## config.mk

```make
export PLATFORM = sky130hd
export DESIGN_NAME = utf8_stream_decoder_top_flat
export DESIGN_NICKNAME = d
export VERILOG_FILES = /design/src/design/u8sd_pkg.sv /design/src/design/u8sd_if.sv /design/src/design/u8sd_in_reg.sv /design/src/design/u8sd_core.sv /design/src/design/u8sd_out_reg.sv /design/src/design/utf8_stream_decoder_top.sv /design/src/flat_wrapper.sv
export SDC_FILE = /design/constraint.sdc
export NUM_CORES = 1
export LEC_CHECK = 0
export BUFFER_PORTS_ARGS = -buffer_cell sky130_fd_sc_hd__buf_2
export CAP_MARGIN = 20
export CORE_MARGIN = 2
export CORE_UTILIZATION = 60
export DETAILED_ROUTE_END_ITERATION = 16
export PLACE_DENSITY = 0.81
export SYNTH_ARGS = -nofsm -noshare
export SYNTH_HDL_FRONTEND = slang
export SYNTH_SLANG_ARGS = --single-unit
```

## constraint.sdc

```tcl
create_clock -name i_clk -period 7.6 [get_ports i_clk]
set_input_delay 0.38 -clock i_clk [delete_from_list [all_inputs] [get_ports i_clk]]
set_output_delay 0.38 -clock i_clk [all_outputs]
set_load 0.1 [all_outputs]
```

## src/design/u8sd_pkg.sv

```systemverilog
// ---------------------------------------------------------------------------
// u8sd_pkg
// Types and constants shared by the UTF-8 stream decoder.
// ---------------------------------------------------------------------------
package u8sd_pkg;

    localparam int CODE_W = 21;
    localparam int LEN_W  = 3;
    localparam int STAT_W = 2;
    localparam int PEND_W = 2;

    localparam logic [STAT_W-1:0] ST_OK        = 2'd0;
    localparam logic [STAT_W-1:0] ST_MALFORMED = 2'd1;
    localparam logic [STAT_W-1:0] ST_TRUNCATED = 2'd2;

    localparam logic [CODE_W-1:0] MAX_ASCII  = 21'h00007f;
    localparam logic [CODE_W-1:0] MIN_TWO    = 21'h000080;
    localparam logic [CODE_W-1:0] MAX_TWO    = 21'h0007ff;
    localparam logic [CODE_W-1:0] MIN_THREE  = 21'h000800;
    localparam logic [CODE_W-1:0] MAX_THREE  = 21'h00ffff;
    localparam logic [CODE_W-1:0] MIN_FOUR   = 21'h010000;

    typedef struct packed {
        logic [7:0] data_byte;
        logic       final_byte;
    } t_byte;

    typedef struct packed {
        logic [CODE_W-1:0] code_value;
        logic [LEN_W-1:0]  seq_length;
        logic [STAT_W-1:0] status;
    } t_result;

endpackage

```

## src/design/u8sd_if.sv

```systemverilog
// ---------------------------------------------------------------------------
// u8sd_if
// Valid/ready channels for input bytes and decoded code points.
// ---------------------------------------------------------------------------
interface u8sd_byte_if;
    logic       valid;
    logic       ready;
    logic [7:0] data_byte;
    logic       final_byte;

    modport source (output valid, output data_byte, output final_byte, input ready);
    modport sink (input valid, input data_byte, input final_byte, output ready);
endinterface

interface u8sd_code_if;
    logic        valid;
    logic        ready;
    logic [20:0] code_value;
    logic [2:0]  seq_length;
    logic [1:0]  status;

    modport source (output valid, output code_value, output seq_length, output status,
                    input ready);
    modport sink (input valid, input code_value, input seq_length, input status,
                  output ready);
endinterface

```

## src/design/u8sd_in_reg.sv

```systemverilog
// ---------------------------------------------------------------------------
// u8sd_in_reg
// Input register that holds one byte until the decode stage takes it.
// ---------------------------------------------------------------------------
module u8sd_in_reg (
    input  logic            i_clk,
    input  logic            i_rst_n,
    u8sd_byte_if.sink       i_in,
    input  logic            i_take,
    output logic            o_valid,
    output u8sd_pkg::t_byte o_word
);
    import u8sd_pkg::*;

    logic  r_valid;
    t_byte r_word;
    logic  w_open;

    assign w_open     = !r_valid || i_take;
    assign i_in.ready = w_open;
    assign o_valid    = r_valid;
    assign o_word     = r_word;

    always_ff @(posedge i_clk) begin
        if (!i_rst_n) begin
            r_valid <= 1'b0;
        end else if (w_open) begin
            r_valid <= i_in.valid;
        end
    end

    always_ff @(posedge i_clk) begin
        if (w_open && i_in.valid) begin
            r_word <= '{data_byte: i_in.data_byte, final_byte: i_in.final_byte};
        end
    end
endmodule

```

## src/design/u8sd_core.sv

```systemverilog
// ---------------------------------------------------------------------------
// u8sd_core
// Sequence state and decode of one registered byte per cycle, unless stalled.
// ---------------------------------------------------------------------------
module u8sd_core (
    input  logic              i_clk,
    input  logic              i_rst_n,
    input  logic              i_valid,
    input  u8sd_pkg::t_byte   i_word,
    input  logic              i_out_busy,
    output logic              o_take,
    output logic              o_load,
    output u8sd_pkg::t_result o_result
);
    import u8sd_pkg::*;

    logic [PEND_W-1:0] r_pending, n_pending;
    logic [CODE_W-1:0] r_partial, n_partial;
    logic [LEN_W-1:0]  r_size, n_size;

    logic              w_emit;
    t_result           w_res;
    logic [CODE_W-1:0] w_shift;
    logic [PEND_W-1:0] w_left;
    logic              w_in_range;
    logic [7:0]        w_b;
    logic              w_last;

    assign w_b     = i_word.data_byte;
    assign w_last  = i_word.final_byte;
    assign w_shift = {r_partial[CODE_W-7:0], w_b[5:0]};
    assign w_left  = r_pending - 2'd1;

    always_comb begin
        unique case (r_size)
            3'd2:    w_in_range = (w_shift >= MIN_TWO) && (w_shift <= MAX_TWO);
            3'd3:    w_in_range = (w_shift >= MIN_THREE) && (w_shift <= MAX_THREE);
            default: w_in_range = (w_shift >= MIN_FOUR);
        endcase
    end

    always_comb begin
        w_emit    = 1'b0;
        w_res     = '{code_value: '0, seq_length: 3'd1, status: ST_OK};
        n_pending = r_pending;
        n_partial = r_partial;
        n_size    = r_size;
        if (r_pending == 2'd0) begin
            priority if (w_b[7] == 1'b0) begin
                w_emit           = 1'b1;
                w_res.code_value = {13'd0, w_b};
            end else if (w_b[7:5] == 3'b110) begin
                n_partial = {16'd0, w_b[4:0]};
                n_pending = 2'd1;
                n_size    = 3'd2;
            end else if (w_b[7:4] == 4'b1110) begin
                n_partial = {17'd0, w_b[3:0]};
                n_pending = 2'd2;
                n_size    = 3'd3;
            end else if (w_b[7:3] == 5'b11110) begin
                n_partial = {18'd0, w_b[2:0]};
                n_pending = 2'd3;
                n_size    = 3'd4;
            end else begin
                w_emit       = 1'b1;
                w_res.status = ST_MALFORMED;
            end
            if (!w_emit && w_last) begin
                w_emit       = 1'b1;
                w_res.status = ST_TRUNCATED;
            end
        end else begin
            n_partial = w_shift;
            n_pending = w_left;
            if (w_left == 2'd0) begin
                w_emit           = 1'b1;
                w_res.seq_length = r_size;
                w_res.status     = w_in_range ? ST_OK : ST_MALFORMED;
                w_res.code_value = w_in_range ? w_shift : '0;
            end else if (w_last) begin
                w_emit           = 1'b1;
                w_res.seq_length = r_size - {1'b0, w_left};
                w_res.status     = ST_TRUNCATED;
            end
        end
        if (w_emit) begin
            n_pending = '0;
            n_partial = '0;
            n_size    = '0;
        end
    end

    assign o_take   = i_valid && (!w_emit || !i_out_busy);
    assign o_load   = o_take && w_emit;
    assign o_result = w_res;

    always_ff @(posedge i_clk) begin
        if (!i_rst_n) begin
            r_pending <= '0;
            r_partial <= '0;
            r_size    <= '0;
        end else if (o_take) begin
            r_pending <= n_pending;
            r_partial <= n_partial;
            r_size    <= n_size;
        end
    end
endmodule

```

## src/design/u8sd_out_reg.sv

```systemverilog
// ---------------------------------------------------------------------------
// u8sd_out_reg
// Result register that drives the code point channel.
// ---------------------------------------------------------------------------
module u8sd_out_reg (
    input  logic              i_clk,
    input  logic              i_rst_n,
    input  logic              i_load,
    input  u8sd_pkg::t_result i_result,
    output logic              o_busy,
    u8sd_code_if.source       o_out
);
    import u8sd_pkg::*;

    logic    r_valid;
    t_result r_word;

    assign o_busy           = r_valid && !o_out.ready;
    assign o_out.valid      = r_valid;
    assign o_out.code_value = r_word.code_value;
    assign o_out.seq_length = r_word.seq_length;
    assign o_out.status     = r_word.status;

    always_ff @(posedge i_clk) begin
        if (!i_rst_n) begin
            r_valid <= 1'b0;
        end else if (i_load) begin
            r_valid <= 1'b1;
        end else if (o_out.ready) begin
            r_valid <= 1'b0;
        end
    end

    always_ff @(posedge i_clk) begin
        if (i_load) begin
            r_word <= i_result;
        end
    end
endmodule

```

## src/design/utf8_stream_decoder_top.sv

```systemverilog
// ---------------------------------------------------------------------------
// utf8_stream_decoder_top
// Decodes a UTF-8 byte stream into code points with length and status.
//
//   Channel   Direction  Carries
//   i_in      input      data_byte, final_byte
//   o_out     output     code_value, seq_length, status
//
// A byte is held in the input register and decoded there, and its result is
// then loaded into the output register, which drives o_out.
// One byte is accepted per cycle unless the input stalls; bytes that
// complete nothing still advance.
// Reset is synchronous and returns the decoder to idle with no result held.
// A stalled output holds its result; the input stalls only when a byte that
// produces a result finds the output register occupied and not being drained.
// ---------------------------------------------------------------------------
module utf8_stream_decoder_top (
    input  logic        i_clk,
    input  logic        i_rst_n,
    u8sd_byte_if.sink   i_in,
    u8sd_code_if.source o_out
);
    import u8sd_pkg::*;

    logic    w_in_valid;
    t_byte   w_in_word;
    logic    w_take;
    logic    w_load;
    logic    w_busy;
    t_result w_result;

    u8sd_in_reg u_in_reg (
        .i_clk   (i_clk),
        .i_rst_n (i_rst_n),
        .i_in    (i_in),
        .i_take  (w_take),
        .o_valid (w_in_valid),
        .o_word  (w_in_word)
    );

    u8sd_core u_core (
        .i_clk      (i_clk),
        .i_rst_n    (i_rst_n),
        .i_valid    (w_in_valid),
        .i_word     (w_in_word),
        .i_out_busy (w_busy),
        .o_take     (w_take),
        .o_load     (w_load),
        .o_result   (w_result)
    );

    u8sd_out_reg u_out_reg (
        .i_clk    (i_clk),
        .i_rst_n  (i_rst_n),
        .i_load   (w_load),
        .i_result (w_result),
        .o_busy   (w_busy),
        .o_out    (o_out)
    );
endmodule

```

## src/flat_wrapper.sv

```systemverilog
// flat-port wrapper written by rule: the top's interface ports become plain ports
module utf8_stream_decoder_top_flat import u8sd_pkg::*;
  (i_clk, i_rst_n, i_in_valid, i_in_data_byte, i_in_final_byte, i_in_ready, o_out_valid, o_out_code_value, o_out_seq_length, o_out_status, o_out_ready);
  u8sd_byte_if i_in_i ();
  u8sd_code_if o_out_i ();
  input  logic i_clk;
  input  logic i_rst_n;
  input wire logic [$bits(i_in_i.valid)-1:0] i_in_valid;
  input wire logic [$bits(i_in_i.data_byte)-1:0] i_in_data_byte;
  input wire logic [$bits(i_in_i.final_byte)-1:0] i_in_final_byte;
  output wire logic [$bits(i_in_i.ready)-1:0] i_in_ready;
  output wire logic [$bits(o_out_i.valid)-1:0] o_out_valid;
  output wire logic [$bits(o_out_i.code_value)-1:0] o_out_code_value;
  output wire logic [$bits(o_out_i.seq_length)-1:0] o_out_seq_length;
  output wire logic [$bits(o_out_i.status)-1:0] o_out_status;
  input wire logic [$bits(o_out_i.ready)-1:0] o_out_ready;
  assign i_in_i.valid = i_in_valid;
  assign i_in_i.data_byte = i_in_data_byte;
  assign i_in_i.final_byte = i_in_final_byte;
  assign i_in_ready = i_in_i.ready;
  assign o_out_valid = o_out_i.valid;
  assign o_out_code_value = o_out_i.code_value;
  assign o_out_seq_length = o_out_i.seq_length;
  assign o_out_status = o_out_i.status;
  assign o_out_i.ready = o_out_ready;
  utf8_stream_decoder_top u_core (.i_clk(i_clk), .i_rst_n(i_rst_n), .i_in(i_in_i), .o_out(o_out_i));
endmodule
```

# Yosys cells after proc, flatten, opt, wreduce, memory -nomap -nowiden
# Cells that the tools add are included.
# W data, S select, Z words.
[word_totals]
output_inout_bits = 28
elab_cells = 89
in_bits = 13
register_bits = 57
[op_classes]
reduce_logical = 22
n_addsub = 2
mux = 43
n_lt_le_gt_ge = 5
n_eq_ne = 7
[ops]
columns = ["operator", "count"]
rows = [
  ["$mux W15", 6],
  ["$mux W21", 3],
  ["$ge A21 B12 Y1 const B", 1],
  ["$ge A21 B17 Y1 const B", 1],
  ["$ge A21 B8 Y1 const B", 1],
  ["$le A21 B11 Y1 const B", 1],
  ["$le A21 B16 Y1 const B", 1],
  ["$mux W3", 6],
  ["$mux W1", 16],
  ["$mux W2", 8],
  ["$mux W5", 2],
  ["$logic_and A1 B1 Y1", 7],
  ["$mux W7", 1],
  ["$eq A3 B2 Y1 const B", 2],
  ["$reduce_bool A2 Y1", 3],
  ["$eq A5 B5 Y1 const B", 1],
  ["$logic_not A1 Y1", 5],
  ["$ne A5 B2 Y1 const B", 1],
  ["$eq A4 B4 Y1 const B", 1],
  ["$logic_not A2 Y1", 2],
  ["$reduce_and A4 Y1", 1],
  ["$reduce_bool A4 Y1", 1],
  ["$eq A3 B3 Y1 const B", 1],
  ["$ne A3 B2 Y1 const B", 1],
  ["5 further kinds", 6],
]

# Logic depth before layout (Yosys ltp)
# Gate-level depths: netlist of run 1.
[depth]
word_depth = 15
mapped_depth = 8
ltp_nobuf = 7

# Modules after synthesis
# Synthesis of run 1 repeated with hierarchy kept, for this count alone.
[unflattened]
cells_unflattened = 207
hier_area_um2 = 2567.5
[modules_own_cells]
columns = ["mod", "area_each_um2", "n_inst", "seq_area_each_um2", "cells_per_inst"]
rows = [
  ["u8sd_core", 1417.6, 1, 400.4, 164],
  ["u8sd_out_reg", 822.0, 1, 800.8, 29],
  ["u8sd_in_reg", 327.8, 1, 290.3, 14],
]

# Worst setup path after synthesis of run 1
# Ideal clock, no wire load.
[synth_timing]
kind = "reg2reg"
start = "reg u_core.u_core.r_pending[1]"
end = "reg u_core.u_out_reg.r_word, in the netlist u_core.u_out_reg.o_out.code_value[0], enable pin"
required_time_ps = 7191
path_slack_ps = 4635
path_stages_with_launch = 9
arrival_time_ps = 2556
period_less_slack_ps = 2965
n_path_buf = 2
setup_time_ps = 409
cell_sequence = "dfxtp_1 > inv_1 > ha_1 > clkbuf_1 > nor3_1 > a211oi_2 > nand2b_1 > clkbuf_1 > nor2_1"
[synth_between]
elab_chain_len = 8
elab_cells_between_ends = 9
cone_classes = "add/sub (1); mux (2); reduce/logical (6)"
[synth_lines]
columns = ["item", "line", "rtl"]
rows = [
  ["from (decl)", "u8sd_core.sv:17", "logic [PEND_W-1:0] r_pending, n_pending;"],
  ["from (signal assigned)", "u8sd_core.sv:103", "r_pending <= n_pending;"],
  ["$sub A2 B1 Y2", "u8sd_core.sv:32", "assign w_left = r_pending - 2'd1;"],
  ["$logic_not A2 Y1", "u8sd_core.sv:75", "if (w_left == 2'd0) begin"],
  ["$mux W1", "u8sd_core.sv:75", ""],
  ["$mux W1 (*)", "u8sd_core.sv:48", "if (r_pending == 2'd0) begin"],
  ["$logic_not A1 Y1", "u8sd_core.sv:93", "assign o_take = i_valid && (!w_emit || !i_out_busy);"],
  ["$logic_or A1 B1 Y1", "u8sd_core.sv:93", ""],
  ["$logic_and A1 B1 Y1", "u8sd_core.sv:93", ""],
  ["$logic_and A1 B1 Y1 (*)", "u8sd_core.sv:94", "assign o_load = o_take && w_emit;"],
  ["via u_core.u_core.o_load", "u8sd_core.sv:12", "output logic o_load,"],
  ["to (signal assigned)", "u8sd_out_reg.sv:36", "r_word <= i_result;"],
  ["to (decl)", "u8sd_out_reg.sv:16", "t_result r_word;"],
]
# The timed path passes the listed nets; every way through them passes the cells marked *.
# A chain may end at the register's enable or synchronous reset.

# Final worst setup path of run 1
[layout_timing]
start = "reg u_core.u_core.r_pending[0]"
end = "reg u_core.u_out_reg.r_word, in the netlist u_core.u_out_reg.o_out.code_value[0], enable pin"
# Same word-level chain as after synthesis.

==> summary.txt, run 1 <==
Synthesis
  – Post-synth EDFFs: 35
  – Syn avg cell area: roughly 11 sq um
  – Count leader, synth: edfxtp_1
  – Flops & latches, synth: 57
  – Ys flop type: edfxtp_1
  – Mapped cell area: 2500 sq um
  – Yosys Warn Count: 0
  – Mux share of post-synthesis cell area: 2.81%
  – Syn Inst Count: 219
  – Synth cell types: 40
  – Largest family of logic cells by synthesized area: simple AND/OR/NAND/NOR gates
  – Complex-gate fraction of the synthesized area: 14.0%
  – Area leader, netlist: edfxtp_1
  – Top cells by count, synth: edfxtp_1 (35), nand2_1 (23), dfxtp_1 (22)
  – Syn_nets: 236
  – Largest cells by area after synthesis: edfxtp_1 (42%), dfxtp_1 (18%), nand2_1 (3.5%)
  – Post-synthesis async set-or-reset flop share: 0%
  – Seq/Total Area, Yosys: 59.7%
  – Synth top area share: between 40% and 50%
  – Simple-Gate Fraction of Synth Area: 16.7%
  – Adder-cell share of the synthesized area: between 2 and 2.5%
  – XOR/XNOR share of the synthesized area: 0%

Die
  – Initial core utilization: 62.4%
  – Row cnt: 23
  – Die ar.: 4690 sq um
  – Die X: 68.5 um
  – Die Y: 68.5 um
  – Num ports: 41
  – Core ar.: 4000 sq um

Clock network
  – H-Tree Depth: 3
  – CTS Buf Count: 9
  – Skew-Pair Late Insertion Delay: 330 ps
  – Post-CTS Hold Buffers: 0
  – CTS resizes: 0
  – CTS tree: yes
  – Post-CTS Setup Inserts: 0
  – Clock Sink Count: 57
  – Clock slew at reported path FFs: 60 ps
  – CTS root buf: clkbuf_8
  – Max clock buf depth: 2

Route
  – Final WL: 4690 um
  – Routed len/inst: 14.9 um
  – DRT iter0 DRCs: 227
  – Vias per cell: 5.80
  – Routed Antenna Nets: 0
  – DR DRC count: 0
  – Routed vias: 1821
  – First drt pass iteration count: 4

Timing
  – RSZ-0062 raised after global routing: no
  – Min cycle time layout: ~2800 ps
  – Slew headroom: 48.9%
  – Hold Vio Cnt, Final: 0
  – Final Setup Violations: 0
  – Worst-margin pin slew: roughly 770 ps
  – Max Slew Vio Count: 0
  – Final setup TNS: 0 ps
  – Worst Skew: 7.78 ps
  – Tcrit/Tclk final: 37.3%
  – Fmax: approximately 0.35 GHz

Placement
  – # port buffers: 40
  – Dpl cells: 298
  – Post-Place Cell Area: 2730 sq um
  – Post-DP HPWL: 3360 um
  – Placer congestion estimate: about 0.90

Setup path
  – CP Data Arrival Time: 2870 ps
  – CP startpoint kind: register
  – Critical path endpoint category: register
  – Reg2Reg Depth: 8
  – Worst-path maximum fanout: 15
  – Reg-to-reg endpoint: u_core.u_out_reg.o_out.code_value[0]
  – Reg2reg setup slack: 4760 ps
  – RR Startpoint: u_core.u_core.r_pending[0]
  – CP Class: reg -> reg
  – Req. time, crit path: 7630 ps

Global route
  – Grt met2 use: 35.6%
  – GRT met3 Usage: 6.82%
  – Largest net degree at the start of global routing: 39
  – Global Route Usage Sum: 22.9%
  – Vias in the first global route: 1592
  – Layer carrying the most global-route usage: met2
  – First-pass GRT wire length: 7460 um
  – GR Util met1: between 20% and 30%
  – Grt ovf: 0
  – Initial antenna violation count: 0

Finish
  – Final instance area: 2960 sq um
  – Fill count: 278
  – Final std cells w/o fill: 314
  – P&R area growth vs syn: 18.3%
  – # nets final: 276
  – Ant. Diodes: 0
  – Fraction of layout cells with a size suffix above 1: 24.6%

Min path
  – Hold path endpoint: u_core.u_in_reg.o_word[6]
  – Hold depth: 1
  – Worst min path class: in -> reg
  – HP Start: i_in_data_byte[5]

Run
  – Max-cap check violation count: 0

Run status
  – Outcome: completed

Pwr
  – Peak supply drop: 0.000272 V
  – Static Leakage: 1.13 nW
  – Power density over the cells: around 250 nW/um^2
## worst max-delay path by stage
stage	end	cells past startpoint	from
floorplan	u_core.u_out_reg.o_out.code_value[0]	8	u_core.u_core.r_pending[1]
global placement	u_core.u_out_reg.o_out.code_value[12]	7	u_core.u_core.r_pending[0]
detailed placement	u_core.u_out_reg.o_out.code_value[12]	8	u_core.u_core.r_pending[0]
CTS	u_core.u_out_reg.o_out.code_value[0]	8	u_core.u_core.r_pending[0]
global route	u_core.u_out_reg.o_out.code_value[0]	8	u_core.u_core.r_pending[0]
finish	u_core.u_out_reg.o_out.code_value[0]	8	u_core.u_core.r_pending[0]
## final cells by class
class	count	area, sq um	area share, %
Sequential cell	57	1490	50.5
Inverter	14	52.6	1.78
Tap cell	50	62.6	2.12
Multi-Input combinational cell	135	897	30.4
Clock inverter	5	76.3	2.58
Clock buffer	11	153	5.17
Timing Repair Buffer	42	223	7.54
## kinds of logic after synthesis
family,Yosys count
multiplexers,7
flip-flops,57
buffers and inverters,27
AND/OR/NAND/NOR,75
AO/OA/AOI/OAI,49
adder cells (fa/ha/maj),4
## routing by layer
metal,routed length (um),up-vias
li1,-,896
met1,2000,825
met2,2230,94
met3,394,6
met4,60,0
met5,0,-
## per-stage QoR
stage	power [mW]	hold slack [ps]	setup WS [ps]	utilization, %
2_1_floorplan	0.414	439	4640	-
3_3_place_gp	0.427	453	4650	67.8
3_5_place_dp	0.429	471	4820	68.2
4_1_cts	0.747	208	4770	73.9
5_1_grt	0.765	210	4570	73.9
6_report	0.741	224	4760	73.9
## state kept, by name, indices dropped and copies added, names as in the netlist
| signal | count |
|---|---|
| u_core.u_in_reg.o_valid | 1 |
| u_core.u_core.r_partial | 15 |
| u_core.u_core.r_size | 3 |
| u_core.u_core.r_pending | 2 |
| u_core.u_out_reg.o_out.valid | 1 |
| u_core.u_out_reg.o_out.status | 2 |
| u_core.u_out_reg.o_out.code_value | 21 |
| u_core.u_in_reg.o_word | 9 |
| u_core.u_out_reg.o_out.seq_length | 3 |
## report_power, final
part	switching [mW]	internal, mW	leakage (nW)
Combinational	0.0627	0.0148	0.498
Clock	0.115	0.204	0.119
Sequential	0.00675	0.339	0.517
## critical path, stage by stage, from the launching register on
cell and delay, ps:
dfxtp_1 370, inv_1 80, ha_1 380, nor3_1 240, buf_4 220, a211oi_2 90, nand2b_1 290, nor2_2 630
buf_8 240
## cells in the final DEF, fill, tap and decap left out, types with 7 or more instances in the layout
master    instances
a21boi_0          7
edfxtp_1         35
nand2_1          23
dfxtp_1          22
buf_2            40
o21ai_0          13
nand4_1          11
clkbuf_8          9
and3_1            7
mux2i_1           7
inv_1            14
Note: power is estimated with default switching activity, not from simulation.
==> inputs of run 2 (changes only) <==
--- a/config.mk
+++ b/config.mk
@@ -8,9 +8,9 @@
 export BUFFER_PORTS_ARGS = -buffer_cell sky130_fd_sc_hd__buf_2
 export CAP_MARGIN = 20
 export CORE_MARGIN = 2
-export CORE_UTILIZATION = 60
+export CORE_UTILIZATION = 50
 export DETAILED_ROUTE_END_ITERATION = 16
-export PLACE_DENSITY = 0.81
+export PLACE_DENSITY = 0.72
 export SYNTH_ARGS = -nofsm -noshare
 export SYNTH_HDL_FRONTEND = slang
 export SYNTH_SLANG_ARGS = --single-unit
==> constraint.sdc (replaced) <==
create_clock -name i_clk -period 2.5 [get_ports i_clk]
set_input_delay 0.125 -clock i_clk [delete_from_list [all_inputs] [get_ports i_clk]]
set_output_delay 0.125 -clock i_clk [all_outputs]
set_load 0.1 [all_outputs]
==> run 2 against run 1 <==
Net effect:
- count of clock-buffer cells in the layout increased by 2
- combinational power increased to 3.4 times the previous value
- sequential power increased to 3.0 times the previous value
- power increased to 2.9 times the previous value
- sequential share of layout area decreased by 2.7 points
- largest power group unchanged
- clock power increased to 2.6 times the previous value
- largest cell class unchanged
==> summary.txt, run 2 (same netlist as run 1, synthesis figures left out) <==
Run status
  – Outcome: completed

Pwr
  – Sw Share: around a quarter
  – Internal power: roughly 1.6 mW
  – Clk pwr share: between 30% and 40%
  – Comb pwr share: 12.4%
  – Psw: between 500 and 600 uW
  – Peak supply drop: around 0.00041 V
  – Static Leakage: 1.20 nW
  – Power density over the cells: 682 nW/um^2
  – Flop pwr share: between 40% and 50%

Min path
  – Worst min path class: in -> reg

Clock network
  – Clock slew at reported path FFs: around 60 ps
  – CTS tree: yes
  – H-Tree Depth: 3
  – Skew-Pair Late Insertion Delay: ~330 ps
  – Post-CTS Setup Inserts: 0
  – Max clock buf depth: 2
  – Post-CTS Hold Buffers: 9
  – Clock Sink Count: 57
  – CTS root buf: clkbuf_8
  – CTS resizes: 0
  – CTS Buf Count: 9

Global route
  – Vias in the first global route: between 1500 and 2000
  – GRT met3 Usage: 7.36%
  – Layer carrying the most global-route usage: met2
  – Grt ovf: 0
  – First-pass GRT wire length: 7820 um
  – Initial antenna violation count: 0
  – Largest net degree at the start of global routing: 39
  – GR Util met1: 23.7%
  – Grt met2 use: 30.9%
  – Global Route Usage Sum: 19.2%

Die
  – Num ports: 41
  – Die X: roughly 75 um
  – Row cnt: 25
  – Core ar.: 4750 sq um
  – Die Y: 74.7 um
  – Initial core utilization: 52.5%
  – Die ar.: 5580 sq um

Finish
  – Fill count: 398
  – # nets final: between 200 and 300
  – Fraction of layout cells with a size suffix above 1: roughly 26%
  – Max reg flops: 21
  – Most common cell after layout, fill and taps aside: buf_2
  – Commonest cells after routing, fill and taps aside: buf_2 (39), edfxtp_1 (35), nand2_1 (23)
  – Ant. Diodes: 0
  – P&R area growth vs syn: 24.9%
  – Final Core Density: 65.6%

Timing
  – Worst-margin pin slew: 617 ps
  – Tcrit/Tclk final: approximately 90%
  – Final Setup Violations: 0
  – Fmax: around 0.45 GHz
  – RSZ-0062 raised after global routing: no
  – Min cycle time layout: 2230 ps
  – Worst Skew: 7.89 ps
  – Slew headroom: 58.8%
  – Max Slew Vio Count: 0
  – Final setup TNS: 0 ps
  – Hold Vio Cnt, Final: 0

Route
  – First drt pass iteration count: 4
  – Routed len/inst: 13.6 um
  – Vias per cell: 5.41
  – Final WL: 4760 um
  – Routed vias: 1887
  – DRT iter0 DRCs: 127
  – Routed Antenna Nets: 0
  – DR DRC count: 0

Setup path
  – CP Class: reg -> reg
  – Critical path endpoint category: register
  – CP Data Arrival Time: 2310 ps
  – Worst-path maximum fanout: 26
  – Bufs and invs on worst path: 3
  – Req. time, crit path: 2580 ps
  – Crit path max-delay family: compound AO/OA/AOI/OAI gates
  – Largest stage delay, worst path: between 500 and 600 ps
  – CP max-delay cell: a2111oi_2
  – CP startpoint kind: register
  – CP cell instances: inv_1 > ha_1 > and4_1 > a2111oi_2 > buf_4 > nor2_4 > buf_12

Run
  – Max-cap check violation count: 0

Placement
  – # port buffers: 40
  – Post-DP HPWL: 3320 um
  – Placer congestion estimate: roughly 0.82
run 2: cell types whose count changed in the layout (fill, tap and decap cells not counted), sizes merged:
cell | before | now
buf | 42 | 51
dlygate4sd3 | 0 | 9
clkbuf | 11 | 13
bufinv | 2 | 1
inv | 15 | 14
run 2: area by class of cell:
type / instances / area, sq um / area share [%]
flip-flops and latches: 57 / 1490 / 47.8
repair buffers: 60 / 400 / 12.8
clock buffers: 13 / 149 / 4.77
multi-input cells: 135 / 902 / 28.9
well taps: 67 / 83.8 / 2.69
inverters: 14 / 52.6 / 1.68
clock inverters: 3 / 40.0 / 1.28
run 2: routing by layer:
metal,vias to the layer above,share of wire (%)
li1,937,-
met1,890,45
met2,53,48
met3,7,5.0
met4,0,1.4
met5,-,0
run 2: worst paths after layout:
kind	endpoint	depth (start not counted)	startpoint	slack [ps]
worst max-delay path	u_core.u_out_reg.o_out.seq_length[2]	7	u_core.u_core.r_pending[0]	270
worst min-delay path	u_core.u_in_reg.o_valid	3	i_in_valid	70
worst max register to register	u_core.u_out_reg.o_out.seq_length[2]	7	u_core.u_core.r_pending[0]	270
worst min register to register	u_core.u_core.r_partial[9]	2	u_core.u_core.r_partial[9]	480
run 2: metrics by stage:
step                      cell area, sq um  instances  power [mW]  hold WS [ps]  setup slack (ps)
after floorplan                       2500        219        1.26           224              98.1
after global placement                2840        324        1.32           301               383
after detailed placement              2840        324        1.32           303               311
after CTS                             3120        349        2.15          51.6               291
after global routing                  3120        349        2.20          76.9               141
final                                 3120        349        2.13          67.1               269
run 2: power by group through the flow:
stage          logic [mW]  clock network [mW]  registers [mW]
2_1_floorplan      0.0728                   0            1.19
3_3_place_gp        0.251                   0            1.07
3_5_place_dp        0.253                   0            1.07
4_1_cts             0.264               0.836            1.05
5_1_grt             0.279               0.876            1.05
6_report            0.263               0.817            1.05
run 2: worst reg2reg max path: stages, from the launching register on:
cell       delay (ps)
dfxtp_1           370
inv_1              80
ha_1              320
and4_1            230
a2111oi_2         550
buf_4             230
nor2_4             40
buf_12            160
==> inputs of run 3 (changes only) <==
--- a/config.mk
+++ b/config.mk
@@ -7,10 +7,10 @@
 export LEC_CHECK = 0
 export BUFFER_PORTS_ARGS = -buffer_cell sky130_fd_sc_hd__buf_2
 export CAP_MARGIN = 20
-export CORE_MARGIN = 2
-export CORE_UTILIZATION = 50
+export CORE_UTILIZATION = 52
+export CTS_BUF_LIST = sky130_fd_sc_hd__clkbuf_8
 export DETAILED_ROUTE_END_ITERATION = 16
-export PLACE_DENSITY = 0.72
+export PLACE_DENSITY = 0.74
 export SYNTH_ARGS = -nofsm -noshare
 export SYNTH_HDL_FRONTEND = slang
 export SYNTH_SLANG_ARGS = --single-unit
==> run 3 against run 2 <==
Net effect:
- the run now ends with DRC left
- via count down 1.6%
- critical path depth stayed put
- fmax is 2.1% lower
- register-to-register slack better by 30 ps
- clock power grew 15%
- first-iteration DRC count decreased by 1.6%
- die area down 8.8%
- sequential share of layout area is 0.15 points higher
==> summary.txt, run 3 (same netlist as run 1, synthesis figures left out) <==
Run status
  – Outcome: complete, but fails checks
  – Failing checks: DRC

Timing
  – Worst-margin pin slew: 650 ps
  – Fmax: between 0.4 and 0.5 GHz
  – Hold Vio Cnt, Final: 0
  – Max Slew Vio Count: 0
  – Min cycle time layout: between 2000 and 2500 ps
  – Final Setup Violations: 0
  – Final worst setup slack: 222 ps
  – RSZ-0062 raised after global routing: no
  – Slew headroom: 56.5%
  – Tcrit/Tclk final: 91.1%
  – Min Hold Slack: 76.0 ps
  – Final setup TNS: 0 ps
  – Worst Skew: 6.46 ps

Setup path
  – Req. time, crit path: 2380 ps
  – Bufs and invs on worst path: 3
  – Largest stage delay, worst path: 380 ps
  – CP cell instances: inv_1 > ha_1 > and4b_1 > a211oi_2 > buf_4 > nand2_1 > buf_12
  – CP max-delay cell: dfxtp_1
  – CP startpoint kind: register
  – Reg2reg setup slack: 300 ps
  – CP Data Arrival Time: between 2000 and 2500 ps
  – Worst-path maximum fanout: 15
  – Crit path max-delay family: buffers and inverters
  – CP Class: reg -> out
  – Critical path endpoint category: primary output

Die
  – Die Y: 71.3 um
  – Num ports: 41
  – Die X: around 70 um
  – Initial core utilization: 55.8%
  – Die ar.: ~5000 sq um
  – Row cnt: 24
  – Core ar.: 4470 sq um

Clock network
  – CTS Buf Count: 9
  – H-Tree Depth: 3
  – CTS resizes: 0
  – CTS root buf: clkbuf_8
  – Clock Sink Count: 57
  – Skew-Pair Late Insertion Delay: 330 ps
  – Max clock buf depth: 2
  – CTS tree: yes
  – Clock slew at reported path FFs: around 60 ps

Finish
  – Final Core Density: 69.5%
  – Fill count: 327
  – Ant. Diodes: 0
  – Max reg flops: 21
  – Storage element area: 1490 sq um
  – Most common cell after layout, fill and taps aside: buf_2
  – Commonest cells after routing, fill and taps aside: buf_2 (39), edfxtp_1 (35), nand2_1 (23)
  – # nets final: 291
  – Fraction of layout cells with a size suffix above 1: 25.1%
  – Final std cells w/o fill: 331
  – P&R area growth vs syn: 24.5%
  – Multi-input gate area: 902 sq um

Global route
  – Initial antenna violation count: 0
  – Vias in the first global route: 1780
  – Global Route Usage Sum: 21.7%
  – First-pass GRT wire length: 8080 um
  – Grt ovf: 0
  – Largest net degree at the start of global routing: 39

Route
  – First drt pass iteration count: 11
  – Final WL: 4910 um
  – Vias per cell: 5.61
  – Routed len/inst: between 10 and 15 um
  – Routed vias: 1857
  – DRT iter0 DRCs: between 100 and 150
  – DR DRC count: 2
  – Routed Antenna Nets: 0

Placement
  – Post-DP HPWL: roughly 3200 um
  – Pre-CTS setup slack: ~300 ps
  – # port buffers: 40
  – Dpl cells: 306
  – Placer congestion estimate: 0.833

Pwr
  – Comb pwr share: 11.5%
  – Clk pwr share: between 40% and 50%
  – Power density over the cells: 722 nW/um^2
  – Flop pwr share: 46.8%
  – Internal power: 1.67 mW
  – Peak supply drop: 0.000579 V
  – Psw: 570 uW
  – Static Leakage: 1.20 nW
  – Sw Share: roughly 25%

Min path
  – Worst min path class: in -> reg

Run
  – Max-cap check violation count: 0
==> run 3: cell types whose count changed in the layout (fill, tap and decap cells not counted), sizes merged <==
cell,before,now
inv,14,15
bufinv,1,2
clkbuf,13,10
clkinvlp,0,2
buf,51,48
clkinv,2,1
==> run 3: metrics by stage <==
step                power, mW  cell area [sq um]
floorplan                1.26               2500
global placement         1.31               2800
detailed placement       1.32               2800
CTS                      2.25               3110
global route             2.32               3110
finish                   2.24               3110
==> run 3: power groups by stage <==
| stage | logic [mW] | clock network (mW) | registers, mW |
|---|---|---|---|
| floorplan | 0.0728 | 0 | 1.19 |
| global placement | 0.244 | 0 | 1.07 |
| detailed placement | 0.246 | 0 | 1.07 |
| CTS | 0.257 | 0.947 | 1.05 |
| global route | 0.271 | 0.997 | 1.05 |
| finish | 0.257 | 0.937 | 1.05 |
==> run 3: routing by layer <==
metal	wire, um	GRT usage [%]	vias up	part of all wire (%)
met3	247	4.78	7	5.0
met5	0	0	-	0
met2	2450	35.1	57	50
met4	92	13.6	0	1.9
li1	-	-	926	-
met1	2110	26.6	867	43
==> run 3: path summary, 6_finish.rpt <==
check	startpoint	endpoint	cells past startpoint
worst max-delay path	u_core.u_core.r_pending[0]	i_in_ready	7
worst min-delay path	i_in_valid	u_core.u_in_reg.o_valid	3
worst max register to register	u_core.u_core.r_pending[0]	u_core.u_out_reg.o_out.code_value[18]	7
worst min register to register	u_core.u_core.r_partial[14]	u_core.u_core.r_partial[14]	2
==> run 3: worst min-delay path, stage by stage <==
cell      delay, ps
buf_2            90
inv_1            60
a21boi_0         80
==> run 3: cell type report <==
class,instances,share of cell area [%]
clock inverter,6,2.66
tap,52,2.09
multi-input combinational,135,29.0
inverter,14,1.69
sequential,57,48.0
timing repair buffer,57,12.2
clock buffer,10,4.43
==> run 3: timing repair <==
action	CTS	global route
hold buffers	9	0
hold endpoints to repair	9	0
setup buffers	0	0
